### config.mk
export PLATFORM = sky130hd
export DESIGN_NAME = token_classifier
export DESIGN_NICKNAME = d
export VERILOG_FILES = /design/src/rtl/core/tc_pkg.sv /design/src/rtl/core/tc_lexer.sv /design/src/rtl/core/tc_result_fifo.sv /design/src/rtl/core/token_classifier.sv
export SDC_FILE = /design/constraint.sdc
export NUM_CORES = 1
export LEC_CHECK = 0
export ABC_CLOCK_PERIOD_IN_PS = 4230
export BUFFER_PORTS_ARGS = -buffer_cell sky130_fd_sc_hd__buf_4
export CAP_MARGIN = 20
export CORE_MARGIN = 1
export CORE_UTILIZATION = 50
export CTS_BUF_LIST = sky130_fd_sc_hd__clkbuf_4
export DETAILED_ROUTE_END_ITERATION = 8
export GPL_ROUTABILITY_DRIVEN = 0
export PLACE_DENSITY = 0.74
export SYNTH_ARGS = -nofsm -noshare
export SYNTH_HDL_FRONTEND = slang
export SYNTH_SLANG_ARGS = --single-unit
### constraint.sdc
create_clock -name clk -period 4.23 [get_ports clk]
set_input_delay 1.0575 -clock clk [delete_from_list [all_inputs] [get_ports clk]]
set_output_delay 1.0575 -clock clk [all_outputs]
set_load 0.01 [all_outputs]
### src/rtl/core/tc_pkg.sv
// shared types, character codes and keyword tables for the token classifier
package tc_pkg;

  typedef enum logic [2:0] {
    CLS_IDENT    = 3'd0,
    CLS_KEYWORD  = 3'd1,
    CLS_CONST    = 3'd2,
    CLS_OPERATOR = 3'd3,
    CLS_DELIM    = 3'd4,
    CLS_COMMENT  = 3'd5,
    CLS_INVALID  = 3'd6
  } token_class_t;

  typedef enum logic [2:0] {
    MODE_NORMAL = 3'd0,
    MODE_SLASH  = 3'd1,
    MODE_LINE   = 3'd2,
    MODE_BLOCK  = 3'd3,
    MODE_STAR   = 3'd4
  } scan_mode_t;

  localparam logic [7:0] CH_PLUS  = 8'h2B;
  localparam logic [7:0] CH_MINUS = 8'h2D;
  localparam logic [7:0] CH_STAR  = 8'h2A;
  localparam logic [7:0] CH_SLASH = 8'h2F;
  localparam logic [7:0] CH_EQ    = 8'h3D;
  localparam logic [7:0] CH_GT    = 8'h3E;
  localparam logic [7:0] CH_LT    = 8'h3C;
  localparam logic [7:0] CH_COMMA = 8'h2C;
  localparam logic [7:0] CH_SEMI  = 8'h3B;
  localparam logic [7:0] CH_LPAR  = 8'h28;
  localparam logic [7:0] CH_RPAR  = 8'h29;
  localparam logic [7:0] CH_LBRC  = 8'h7B;
  localparam logic [7:0] CH_RBRC  = 8'h7D;
  localparam logic [7:0] CH_LBRK  = 8'h5B;
  localparam logic [7:0] CH_RBRK  = 8'h5D;
  localparam logic [7:0] CH_SPACE = 8'h20;
  localparam logic [7:0] CH_TAB   = 8'h09;
  localparam logic [7:0] CH_CR    = 8'h0D;
  localparam logic [7:0] CH_LF    = 8'h0A;
  localparam logic [7:0] CH_USCR  = 8'h5F;

  localparam int NUM_KW     = 11;
  localparam int KW_MAX_LEN = 6;
  localparam int KW_IDX_W   = 4;

  // keyword text right-aligned, first character in the highest used byte
  localparam logic [KW_MAX_LEN*8-1:0] KW_TEXT [NUM_KW] = '{
    48'("then"), 48'("endif"), 48'("print"), 48'("int"), 48'("float"), 48'("if"),
    48'("else"), 48'("while"), 48'("for"), 48'("do"), 48'("return")
  };
  localparam logic [2:0] KW_LEN [NUM_KW] = '{
    3'd4, 3'd5, 3'd5, 3'd3, 3'd5, 3'd2, 3'd4, 3'd5, 3'd3, 3'd2, 3'd6
  };

  localparam int FIFO_DEPTH = 4;
  localparam int FIFO_PTR_W = 2;
  localparam int FIFO_CNT_W = 3;

  typedef struct packed {
    token_class_t cls;
    logic [7:0]   ch;
    logic [3:0]   kw;
    logic [7:0]   len;
    logic         last;
  } tc_result_t;

  typedef struct packed {
    logic [1:0] n;
    tc_result_t r0;
    tc_result_t r1;
  } tc_push_t;

  function automatic logic is_op(input logic [7:0] c);
    return c == CH_PLUS || c == CH_MINUS || c == CH_STAR || c == CH_SLASH ||
           c == CH_EQ || c == CH_GT || c == CH_LT;
  endfunction

  function automatic logic is_delim(input logic [7:0] c);
    return c == CH_COMMA || c == CH_SEMI || c == CH_LPAR || c == CH_RPAR ||
           c == CH_LBRC || c == CH_RBRC || c == CH_LBRK || c == CH_RBRK;
  endfunction

  function automatic logic is_digit(input logic [7:0] c);
    return c >= 8'h30 && c <= 8'h39;
  endfunction

  function automatic logic is_word_char(input logic [7:0] c);
    return is_digit(c) || (c >= 8'h61 && c <= 8'h7A) ||
           (c >= 8'h41 && c <= 8'h5A) || c == CH_USCR;
  endfunction

  function automatic logic is_space(input logic [7:0] c);
    return c == CH_SPACE || (c >= CH_TAB && c <= CH_CR);
  endfunction

  // does character c match keyword k at position pos
  function automatic logic kw_char_hit(input int k, input logic [2:0] pos,
                                       input logic [7:0] c);
    logic hit;
    int   sh;
    hit = 1'b0;
    sh  = 0;
    if (pos < KW_LEN[k]) begin
      sh  = 8 * (int'(KW_LEN[k]) - 1 - int'(pos));
      hit = (KW_TEXT[k][sh +: 8] == c);
    end
    return hit;
  endfunction

endpackage

### src/rtl/core/tc_lexer.sv
// scanner state and per-character classification, up to two results per item
module tc_lexer import tc_pkg::*; #(
  parameter int MAX_WORD_LEN = 255
) (
  input  logic       clk,
  input  logic       rst_n,
  input  logic       accept,
  input  logic [7:0] char_code,
  input  logic       end_of_input,
  output tc_push_t   push
);

  localparam int CW = $clog2(MAX_WORD_LEN + 1);

  scan_mode_t          mode_r, mode_nxt;
  logic [CW-1:0]       count_r, count_nxt;
  logic                digits_r, digits_nxt;
  logic [NUM_KW-1:0]   cand_r, cand_nxt;

  logic [7:0]  c;
  logic        c_op, c_delim, c_word, c_space, c_ends;
  logic        has_word, kw_found, in_range;
  logic [3:0]  kw_idx;
  logic [7:0]  len8;
  logic [NUM_KW-1:0] app_cand;
  tc_result_t  word_res, tok_res, pre_res, slot0, slot1;
  logic        pre_v, flush_v, tok_v, do_append, do_clear;
  logic [1:0]  n;

  assign c        = char_code;
  assign c_op     = is_op(c);
  assign c_delim  = is_delim(c);
  assign c_word   = is_word_char(c);
  assign c_space  = is_space(c);
  assign c_ends   = c_op || c_delim || c_space;
  assign has_word = (count_r != '0);
  assign in_range = (count_r < CW'(KW_MAX_LEN));
  assign len8     = (count_r > CW'(255)) ? 8'hFF : 8'(count_r);

  // candidate mask after appending c, plus first keyword hit on the current word
  always_comb begin
    kw_found = 1'b0;
    kw_idx   = '0;
    for (int k = NUM_KW - 1; k >= 0; k--) begin
      app_cand[k] = cand_r[k] & in_range & kw_char_hit(k, count_r[2:0], c);
      if (cand_r[k] && count_r == CW'(KW_LEN[k])) begin
        kw_found = 1'b1;
        kw_idx   = KW_IDX_W'(k);
      end
    end
  end

  always_comb begin
    word_res      = '0;
    word_res.len  = len8;
    if (digits_r) begin
      word_res.cls = CLS_CONST;
    end else if (kw_found) begin
      word_res.cls = CLS_KEYWORD;
      word_res.kw  = kw_idx;
    end else begin
      word_res.cls = CLS_IDENT;
    end
  end

  // single-character token from normal scanning
  always_comb begin
    tok_res    = '0;
    tok_res.ch = c;
    if (c_op) begin
      tok_res.cls = CLS_OPERATOR;
    end else if (c_delim) begin
      tok_res.cls = CLS_DELIM;
    end else begin
      tok_res.cls = CLS_INVALID;
    end
  end

  always_comb begin
    mode_nxt  = mode_r;
    pre_res   = '0;
    pre_v     = 1'b0;
    flush_v   = 1'b0;
    tok_v     = 1'b0;
    do_append = 1'b0;
    do_clear  = 1'b0;
    if (end_of_input) begin
      mode_nxt = MODE_NORMAL;
      do_clear = 1'b1;
      unique case (mode_r)
        MODE_SLASH: begin
          pre_v       = 1'b1;
          pre_res.cls = CLS_OPERATOR;
          pre_res.ch  = CH_SLASH;
        end
        MODE_LINE, MODE_BLOCK, MODE_STAR: begin
          pre_v       = 1'b1;
          pre_res.cls = CLS_COMMENT;
        end
        default: flush_v = has_word;
      endcase
    end else begin
      unique case (mode_r)
        MODE_SLASH: begin
          if (c == CH_SLASH) begin
            mode_nxt = MODE_LINE;
          end else if (c == CH_STAR) begin
            mode_nxt = MODE_BLOCK;
          end else begin
            // held slash goes out, then the character scans normally
            mode_nxt    = MODE_NORMAL;
            pre_v       = 1'b1;
            pre_res.cls = CLS_OPERATOR;
            pre_res.ch  = CH_SLASH;
            tok_v       = !c_word && !c_space;
            do_append   = c_word;
          end
        end
        MODE_LINE: begin
          if (c == CH_LF) begin
            mode_nxt    = MODE_NORMAL;
            pre_v       = 1'b1;
            pre_res.cls = CLS_COMMENT;
          end
        end
        MODE_BLOCK: begin
          if (c == CH_STAR) mode_nxt = MODE_STAR;
        end
        MODE_STAR: begin
          if (c == CH_SLASH) begin
            mode_nxt    = MODE_NORMAL;
            pre_v       = 1'b1;
            pre_res.cls = CLS_COMMENT;
          end else if (c != CH_STAR) begin
            mode_nxt = MODE_BLOCK;
          end
        end
        default: begin
          mode_nxt  = (c == CH_SLASH) ? MODE_SLASH : MODE_NORMAL;
          flush_v   = c_ends && has_word;
          tok_v     = !c_word && !c_space && (c != CH_SLASH);
          do_append = c_word;
          do_clear  = c_ends;
        end
      endcase
    end
  end

  // pack valid results in order; a held slash and a word flush never coincide
  always_comb begin
    n     = 2'(pre_v) + 2'(flush_v) + 2'(tok_v);
    slot0 = pre_v ? pre_res : (flush_v ? word_res : tok_res);
    slot1 = tok_res;
    slot0.last = (n == 2'd1);
    slot1.last = 1'b1;
    push.n  = accept ? n : 2'd0;
    push.r0 = slot0;
    push.r1 = slot1;
  end

  always_comb begin
    count_nxt  = count_r;
    digits_nxt = digits_r;
    cand_nxt   = cand_r;
    if (do_clear) begin
      count_nxt  = '0;
      digits_nxt = 1'b1;
      cand_nxt   = '1;
    end else if (do_append) begin
      cand_nxt   = app_cand;
      digits_nxt = digits_r & is_digit(c);
      if (count_r < CW'(MAX_WORD_LEN)) count_nxt = count_r + CW'(1);
    end
  end

  always_ff @(posedge clk) begin
    if (!rst_n) begin
      mode_r   <= MODE_NORMAL;
      count_r  <= '0;
      digits_r <= 1'b1;
      cand_r   <= '1;
    end else if (accept) begin
      mode_r   <= mode_nxt;
      count_r  <= count_nxt;
      digits_r <= digits_nxt;
      cand_r   <= cand_nxt;
    end
  end

endmodule

### src/rtl/core/tc_result_fifo.sv
// small result queue taking one or two results per cycle, releasing one
module tc_result_fifo import tc_pkg::*; (
  input  logic       clk,
  input  logic       rst_n,
  input  tc_push_t   push,
  output logic       room,
  output logic       out_valid,
  input  logic       out_ready,
  output tc_result_t out_res
);

  tc_result_t            mem_r [FIFO_DEPTH];
  logic [FIFO_PTR_W-1:0] wr_ptr_r, wr_ptr_nxt, rd_ptr_r, rd_ptr_nxt;
  logic [FIFO_CNT_W-1:0] cnt_r, cnt_nxt;
  logic                  pop;

  assign room      = (cnt_r <= FIFO_CNT_W'(FIFO_DEPTH - 2));
  assign out_valid = (cnt_r != '0);
  assign out_res   = mem_r[rd_ptr_r];
  assign pop       = out_valid && out_ready;

  always_comb begin
    wr_ptr_nxt = wr_ptr_r + FIFO_PTR_W'(push.n);
    rd_ptr_nxt = rd_ptr_r + FIFO_PTR_W'(pop);
    cnt_nxt    = cnt_r + FIFO_CNT_W'(push.n) - FIFO_CNT_W'(pop);
  end

  always_ff @(posedge clk) begin
    if (!rst_n) begin
      wr_ptr_r <= '0;
      rd_ptr_r <= '0;
      cnt_r    <= '0;
    end else begin
      wr_ptr_r <= wr_ptr_nxt;
      rd_ptr_r <= rd_ptr_nxt;
      cnt_r    <= cnt_nxt;
    end
  end

  always_ff @(posedge clk) begin
    if (push.n != 2'd0) mem_r[wr_ptr_r] <= push.r0;
    if (push.n == 2'd2) mem_r[wr_ptr_r + FIFO_PTR_W'(1)] <= push.r1;
  end

endmodule

### src/rtl/core/token_classifier.sv
// token classifier top level: character scanner feeding a result queue
// throughput: one item per cycle while items cause at most one result and out_ready is high; an item
//   with two results sends them one at a time on the single out_ port, buffered by a 4-entry result queue
// reset: synchronous active-low rst_n returns the scanner to normal mode with an empty
//   word and empties the result queue
module token_classifier import tc_pkg::*; #(
  parameter int MAX_WORD_LEN = 255
) (
  input  logic       clk,
  input  logic       rst_n,
  input  logic       in_valid,
  output logic       in_ready,
  input  logic [7:0] in_char_code,
  input  logic       in_end_of_input,
  output logic       out_valid,
  input  logic       out_ready,
  output logic [2:0] out_token_class,
  output logic [7:0] out_token_char,
  output logic [3:0] out_keyword_index,
  output logic [7:0] out_word_length,
  output logic       out_last
);

  tc_push_t   push;
  tc_result_t res;
  logic       room;

  assign in_ready = room;

  tc_lexer #(
    .MAX_WORD_LEN(MAX_WORD_LEN)
  ) u_lexer (
    .clk          (clk),
    .rst_n        (rst_n),
    .accept       (in_valid && in_ready),
    .char_code    (in_char_code),
    .end_of_input (in_end_of_input),
    .push         (push)
  );

  tc_result_fifo u_fifo (
    .clk       (clk),
    .rst_n     (rst_n),
    .push      (push),
    .room      (room),
    .out_valid (out_valid),
    .out_ready (out_ready),
    .out_res   (res)
  );

  assign out_token_class   = res.cls;
  assign out_token_char    = res.ch;
  assign out_keyword_index = res.kw;
  assign out_word_length   = res.len;
  assign out_last          = res.last;

endmodule

==> results of run 1 <==
-- cells by family after synthesis --
family / after synthesis / synth area share (%)
adders and majority gates: 17 / 3.05
buffers and inverters: 87 / 4.87
AOI/OAI and AO/OA: 223 / 23.6
muxes: 28 / 7.77
xor gates and xnor gates: 21 / 2.46
DFF: 126 / 39.7
and+or+nand+nor: 267 / 18.6
-- final cells by class --
type,instances,share of cell area [%]
multi-input cells,556,48.0
flip-flops and latches,126,34.0
repair buffers,121,10.9
well taps,184,2.64
clock inverters,15,1.92
clock buffers,17,1.46
inverters,24,1.03
diodes,1,0.0287
-- per-layer routing --
layer  up-vias  routed length (um)
li1       3101                   -
met1      3226                8880
met2       348                9870
met3        44                1600
met4         0                 538
met5         -                   0
-- report_power, final --
group / total (mW) / switching (mW) / internal [mW]
registers: 1.39 / 0.0790 / 1.31
clock network: 0.882 / 0.473 / 0.409
logic: 0.764 / 0.377 / 0.387
total: 3.04 / 0.929 / 2.11
-- sequential cells by signal (all words and copies together) (netlist names) --
register and cells:
u_lexer.count_r 8, u_fifo.mem_r 96, u_fifo.wr_ptr_r 2, u_lexer.mode_r 3
u_fifo.rd_ptr_r 2, u_fifo.cnt_r 3, u_lexer.digits_r 1, u_lexer.cand_r 11
-- synth_stat cells, types with 12 or more instances --
cell type | count | area share [%]
sky130_fd_sc_hd__dfxtp_1 | 82 | 22
sky130_fd_sc_hd__nand2_1 | 65 | 3.3
sky130_fd_sc_hd__nor2_1 | 53 | 2.7
sky130_fd_sc_hd__edfxtp_1 | 44 | 18
sky130_fd_sc_hd__clkbuf_1 | 41 | 2.1
sky130_fd_sc_hd__a22o_1 | 37 | 4.3
sky130_fd_sc_hd__a21o_1 | 26 | 2.6
sky130_fd_sc_hd__a21oi_1 | 25 | 1.7
sky130_fd_sc_hd__nor3_1 | 25 | 1.7
sky130_fd_sc_hd__mux4_2 | 24 | 7.2
sky130_fd_sc_hd__inv_1 | 23 | 1.2
sky130_fd_sc_hd__o21ai_0 | 22 | 1.5
sky130_fd_sc_hd__and2_1 | 20 | 1.7
sky130_fd_sc_hd__nand3_1 | 20 | 1.3
sky130_fd_sc_hd__ha_1 | 15 | 2.5
sky130_fd_sc_hd__xnor2_1 | 13 | 1.5
sky130_fd_sc_hd__a31oi_1 | 12 | 1.0
sky130_fd_sc_hd__a32o_1 | 12 | 1.6
-- final timing paths --
kind | end | slack, ns
max | u_fifo.cnt_r[2] | 0.36
min | u_fifo.mem_r[2][12] | 0.47
max reg2reg | u_fifo.cnt_r[2] | 0.58
min reg2reg | u_fifo.mem_r[2][12] | 0.47
-- through the flow --
step | worst slack (ns) | util [%] | total power [mW]
finish | 0.356 | 60.0 | 3.04
CTS | 0.411 | 59.8 | 3.03
global placement | -0.127 | 57.8 | 2.15
floorplan | -0.0890 | - | 1.88
global route | 0.194 | 60.0 | 3.18
detailed placement | -0.180 | 57.8 | 2.17
-- worst max-delay path: stages --
cell and delay [ns]:
sky130_fd_sc_hd__buf_4 0.11, sky130_fd_sc_hd__or4b_4 0.56, sky130_fd_sc_hd__nor3_2 0.25, sky130_fd_sc_hd__nand2_1 0.09
sky130_fd_sc_hd__o211ai_1 0.11, sky130_fd_sc_hd__o21ai_1 0.09, sky130_fd_sc_hd__nand3_1 0.12, sky130_fd_sc_hd__fa_1 0.44
sky130_fd_sc_hd__or2_4 0.26, sky130_fd_sc_hd__ha_4 0.26, sky130_fd_sc_hd__inv_2 0.04, sky130_fd_sc_hd__ha_4 0.15
sky130_fd_sc_hd__fa_2 0.35, sky130_fd_sc_hd__xor2_1 0.18, sky130_fd_sc_hd__xnor2_1 0.16, sky130_fd_sc_hd__nor2_1 0.07
==> impl_metrics.toml, run 1 <==
[run_status]
status = "finished, final reports clean"

[sta]
maxSlewViolCount = 0
worst_pin_slew_ns = 0.992
clock.fmax_mhz = 258
final_period_minus_worst_setup_slack_ns = 3.87
hold_viol = 0
slew_margin_rel_pct = 33.7
timing.hold.ws_ns = 0.468
final_min_period_over_clock_period_pct = 91.6
rsz_0062_raised_after_global_routing = "no"
skew_ns = 0.0216
setup_viol = 0
total_negative_slack_for_setup_checks_ns = 0

[cells_and_area]
most_common_library_cell_in_the_layout_ignoring_fill_and_taps = "sky130_fd_sc_hd__buf_4"
multi_input_gate_area_in_the_final_layout_um2 = 4190
finish.instance_area_um2 = 8720
stdcell_count = 1044
nets = 876
areaGrowthSynthToFinish_pct = 16.8
fillCellCount = 1254
layout.area.seq_um2 = 2960
post_route_cells_drive_above_1_share_pct = 24.4
final_cell_mix = "sky130_fd_sc_hd__buf_4 (118), sky130_fd_sc_hd__dfxtp_1 (82), sky130_fd_sc_hd__nand2_1 (64)"

[clock_tree]
clk_slew_on_worst_s_h_paths_ns = 0.11
cts_hold_buffers = 0
buffers_inserted_by_post_cts_timing_repair = 0
clk_lat_worst_skew_ns = 0.55
clock_tree.htree_level_count = 4
clock_sink_count = 126
cts_buffer_depth = 2
post_cts.resized_instances = 0
cts_made_buffers = 17
cts_tree = "done"
ctsRootBufferMaster = "sky130_fd_sc_hd__clkbuf_4"

[critical_path]
signal_arrival_time_at_the_worst_endpoint_ns = 4.30
crit_path_start_kind = "input pin"
regToRegStartpoint = "u_lexer.count_r[1]"
critical_path_required_ns = 4.65
crit_fanout = 4
critical_path.startpoint = "in_char_code[6]"
criticalPathCategory = "input pin to register"
crit_path_end_kind = "register"
reg2regPathDepth = 15

[worst_hold_path]
worst_hold_check_path_type = "register to register"
hold_depth = 2
hold_wc_startpoint = "u_fifo.mem_r[2][12]"

[detailed_routing]
drt-vias-per-instance = 6.44
first_pass_iters = 8
post_drt_wl_per_cell_um = 20.0
antenna_left = 0
routed_wirelength_um = 20900
post-route-drc-count = 0
detailedRoute.firstIterationViolations = 609
dr_total_vias = 6719

[die]
placement_rows = 44
die_area_um2 = 15400
die_w_um = 124
core_area_um2 = 14500
initial_standard_cell_utilization_of_the_core_pct = 51.4
fp.dieH_um = 124
num_io_pins = 39

[power_and_ir_drop]
power.density_nw_per_um2 = 348
ir_drop_v = 0.000153
p_leak_nw = 3.42

[yosys]
synth_cell_type_count = 83
avgSynthCellArea_um2 = 9.71
yosys_warnings = 0
synth_seq_cells = 126
synth.net_count = 799
post_synth_inst_count = 769
synth_enable_flop_cells = 44
mappedNetlistArea_um2 = 7470
seq_area_frac_synth_pct = 39.7
asyncSetResetFlopFracSynth_pct = 0
ys_dominant_reg_cell = "sky130_fd_sc_hd__dfxtp_1"

[placement]
placedInstanceArea_um2 = 8400
hpwl_um = 15100
numPlacedInstances = 1010
place.port_buffers = 38

[global_routing]
antenna_violations_before_repair = 1
grt_usage_pct = 27.5
grt_most_used_layer = "met2"
grt_pass1_wl_um = 33900
groute.layer.met2.usage_pct = 44.7
grt_util_met1_pct = 36.1
globalRouteOverflowTotal = 0
pin_count_of_the_biggest_net_entering_global_routing = 41
first_global_vias = 6540
use_met3_pct = 5.65

[flow_run]
max_cap_viol_count = 0
Power figures use the tool's default switching activity.
==> run 2, diff against run 1 <==
--- a/config.mk
+++ b/config.mk
@@ -9,11 +9,11 @@
 export BUFFER_PORTS_ARGS = -buffer_cell sky130_fd_sc_hd__buf_4
 export CAP_MARGIN = 20
 export CORE_MARGIN = 1
-export CORE_UTILIZATION = 50
+export CORE_UTILIZATION = 45
 export CTS_BUF_LIST = sky130_fd_sc_hd__clkbuf_4
 export DETAILED_ROUTE_END_ITERATION = 8
 export GPL_ROUTABILITY_DRIVEN = 0
-export PLACE_DENSITY = 0.74
+export PLACE_DENSITY = 0.68
 export SYNTH_ARGS = -nofsm -noshare
 export SYNTH_HDL_FRONTEND = slang
 export SYNTH_SLANG_ARGS = --single-unit
==> run 2 against run 1 <==
Net effect: flip-flop and latch count is the same; sequential power is essentially flat; global-route usage shrank 1.7 points; largest power group unchanged.
==> impl_metrics.toml, run 2 (synthesized netlist as in run 1, its figures left out) <==
[global_routing]
antenna_violations_before_repair = 1
grt_pass1_wl_um = 33700
grt_usage_pct = 25.8
first_global_vias = 6427
pin_count_of_the_biggest_net_entering_global_routing = 34
globalRouteOverflowTotal = 0

[die]
num_io_pins = 39
die_area_um2 = 17100
die_w_um = 131
core_area_um2 = 16100
fp.dieH_um = 131
placement_rows = 46
initial_standard_cell_utilization_of_the_core_pct = 46.5

[sta]
setup_viol = 0
worst_pin_slew_ns = 0.952
hold_viol = 0
clock.fmax_mhz = 259
skew_ns = 0.0176
final_period_minus_worst_setup_slack_ns = 3.85
maxSlewViolCount = 0
slew_margin_rel_pct = 36.4
final_min_period_over_clock_period_pct = 91.1
rsz_0062_raised_after_global_routing = "no"

[cells_and_area]
post_route_cells_drive_above_1_share_pct = 23.7
fillCellCount = 1409
most_common_library_cell_in_the_layout_ignoring_fill_and_taps = "sky130_fd_sc_hd__buf_4"
finish.instance_area_um2 = 8680
nets = 866
final_cell_mix = "sky130_fd_sc_hd__buf_4 (108), sky130_fd_sc_hd__dfxtp_1 (82), sky130_fd_sc_hd__nand2_1 (64)"
areaGrowthSynthToFinish_pct = 16.2
stdcell_count = 1066
reg.largest.list = "u_fifo.mem_r: 96 flops, u_lexer.cand_r: 11 flops, u_lexer.count_r: 8 flops"
largest_register_ff_count = 96
registers.top_by_ff_count = "u_fifo.mem_r"

[power_and_ir_drop]
p_leak_nw = 3.36
power.density_nw_per_um2 = 346
ir_drop_v = 0.000194

[clock_tree]
cts_buffer_depth = 2
cts_tree = "done"
clk_slew_on_worst_s_h_paths_ns = 0.11
clock_tree.htree_level_count = 4
buffers_inserted_by_post_cts_timing_repair = 0
ctsRootBufferMaster = "sky130_fd_sc_hd__clkbuf_4"
clock_sink_count = 126
clk_lat_worst_skew_ns = 0.55
post_cts.resized_instances = 0
cts_hold_buffers = 0
cts_made_buffers = 17

[critical_path]
critical_path_required_ns = 4.66
criticalPathCategory = "input pin to register"
crit_fanout = 7
signal_arrival_time_at_the_worst_endpoint_ns = 4.28
crit_path_end_kind = "register"
crit_path_start_kind = "input pin"

[detailed_routing]
routed_wirelength_um = 21000
first_pass_iters = 5
post-route-drc-count = 0
drt-vias-per-instance = 6.21
antenna_left = 0
detailedRoute.firstIterationViolations = 630
dr_total_vias = 6615
post_drt_wl_per_cell_um = 19.7

[flow_run]
max_cap_viol_count = 0

[worst_hold_path]
worst_hold_check_path_type = "register to register"

[run_status]
status = "finished, final reports clean"

[placement]
numPlacedInstances = 1033
placedInstanceArea_um2 = 8380
place.port_buffers = 38
hpwl_um = 15000
## run 2: changes by cell type in the layout (fill, tap and decap cells not counted)
cell,before,now
sky130_fd_sc_hd__buf_4,118,108
sky130_fd_sc_hd__clkinv_2,2,4
sky130_fd_sc_hd__buf_12,2,3
sky130_fd_sc_hd__buf_16,1,0
sky130_fd_sc_hd__clkinv_1,3,2
sky130_fd_sc_hd__clkinvlp_4,0,1
sky130_fd_sc_hd__inv_2,3,2
sky130_fd_sc_hd__inv_6,2,1
## run 2: per-stage QoR
step | hold slack, ns | power (mW) | util [%] | setup slack (ns) | TNS (ns)
4_1_cts | 0.465 | 3.03 | 54.1 | 0.420 | 0
3_5_place_dp | 0.442 | 2.16 | 52.2 | -0.176 | -2.63
6_report | 0.464 | 3.01 | 54.1 | 0.376 | 0
5_1_grt | 0.492 | 3.15 | 54.1 | 0.271 | 0
2_1_floorplan | 0.424 | 1.88 | - | -0.0890 | -0.0890
3_3_place_gp | 0.435 | 2.14 | 52.2 | -0.136 | -0.691
## run 2: area by class of cell
type | count | area, um2 | share of cell area, %
clock buffers | 17 | 128 | 1.47
clock inverters | 15 | 169 | 1.95
flip-flops and latches | 126 | 2960 | 34.1
repair buffers | 111 | 871 | 10.0
diodes | 1 | 2.50 | 0.0288
multi-input cells | 556 | 4190 | 48.3
well taps | 216 | 270 | 3.11
inverters | 24 | 90.1 | 1.04
## run 2: report_power, final
group / total [mW] / switching [mW] / leakage, nW / internal (mW)
clock network: 0.873 / 0.465 / 0.164 / 0.408
registers: 1.39 / 0.0781 / 1.07 / 1.31
logic: 0.745 / 0.375 / 2.13 / 0.370
total: 3.01 / 0.918 / 3.36 / 2.09
## run 2: critical path, stage by stage
cell and delay, ns:
sky130_fd_sc_hd__buf_4 0.11, sky130_fd_sc_hd__or4b_4 0.58, sky130_fd_sc_hd__or2_4 0.26, sky130_fd_sc_hd__o211ai_1 0.17, sky130_fd_sc_hd__o21ai_1 0.09, sky130_fd_sc_hd__nand3_1 0.12
sky130_fd_sc_hd__fa_1 0.45, sky130_fd_sc_hd__or2_4 0.27, sky130_fd_sc_hd__ha_4 0.26, sky130_fd_sc_hd__inv_2 0.03, sky130_fd_sc_hd__ha_4 0.15, sky130_fd_sc_hd__fa_2 0.35
sky130_fd_sc_hd__xor2_1 0.17, sky130_fd_sc_hd__xnor2_1 0.16, sky130_fd_sc_hd__nor2_1 0.06
## run 2: path summary, 6_finish.rpt
check,from,cells after the start,to,slack (ns)
setup / recovery,in_char_code[6],15,u_fifo.cnt_r[2],0.38
hold / removal,u_fifo.mem_r[2][12],2,u_fifo.mem_r[2][12],0.46
setup reg to reg,u_lexer.count_r[3],13,u_fifo.cnt_r[2],0.59
hold reg to reg,u_fifo.mem_r[2][12],2,u_fifo.mem_r[2][12],0.46
## run 2: routing by layer
layer  global-route usage (%)  wire length [um]  vias up
met5                        0                 0        -
met4                     7.64               255        0
met3                     5.46              1190       21
met2                     44.2             10200      258
met1                     32.8              9320     3257
li1                         -                 -     3079
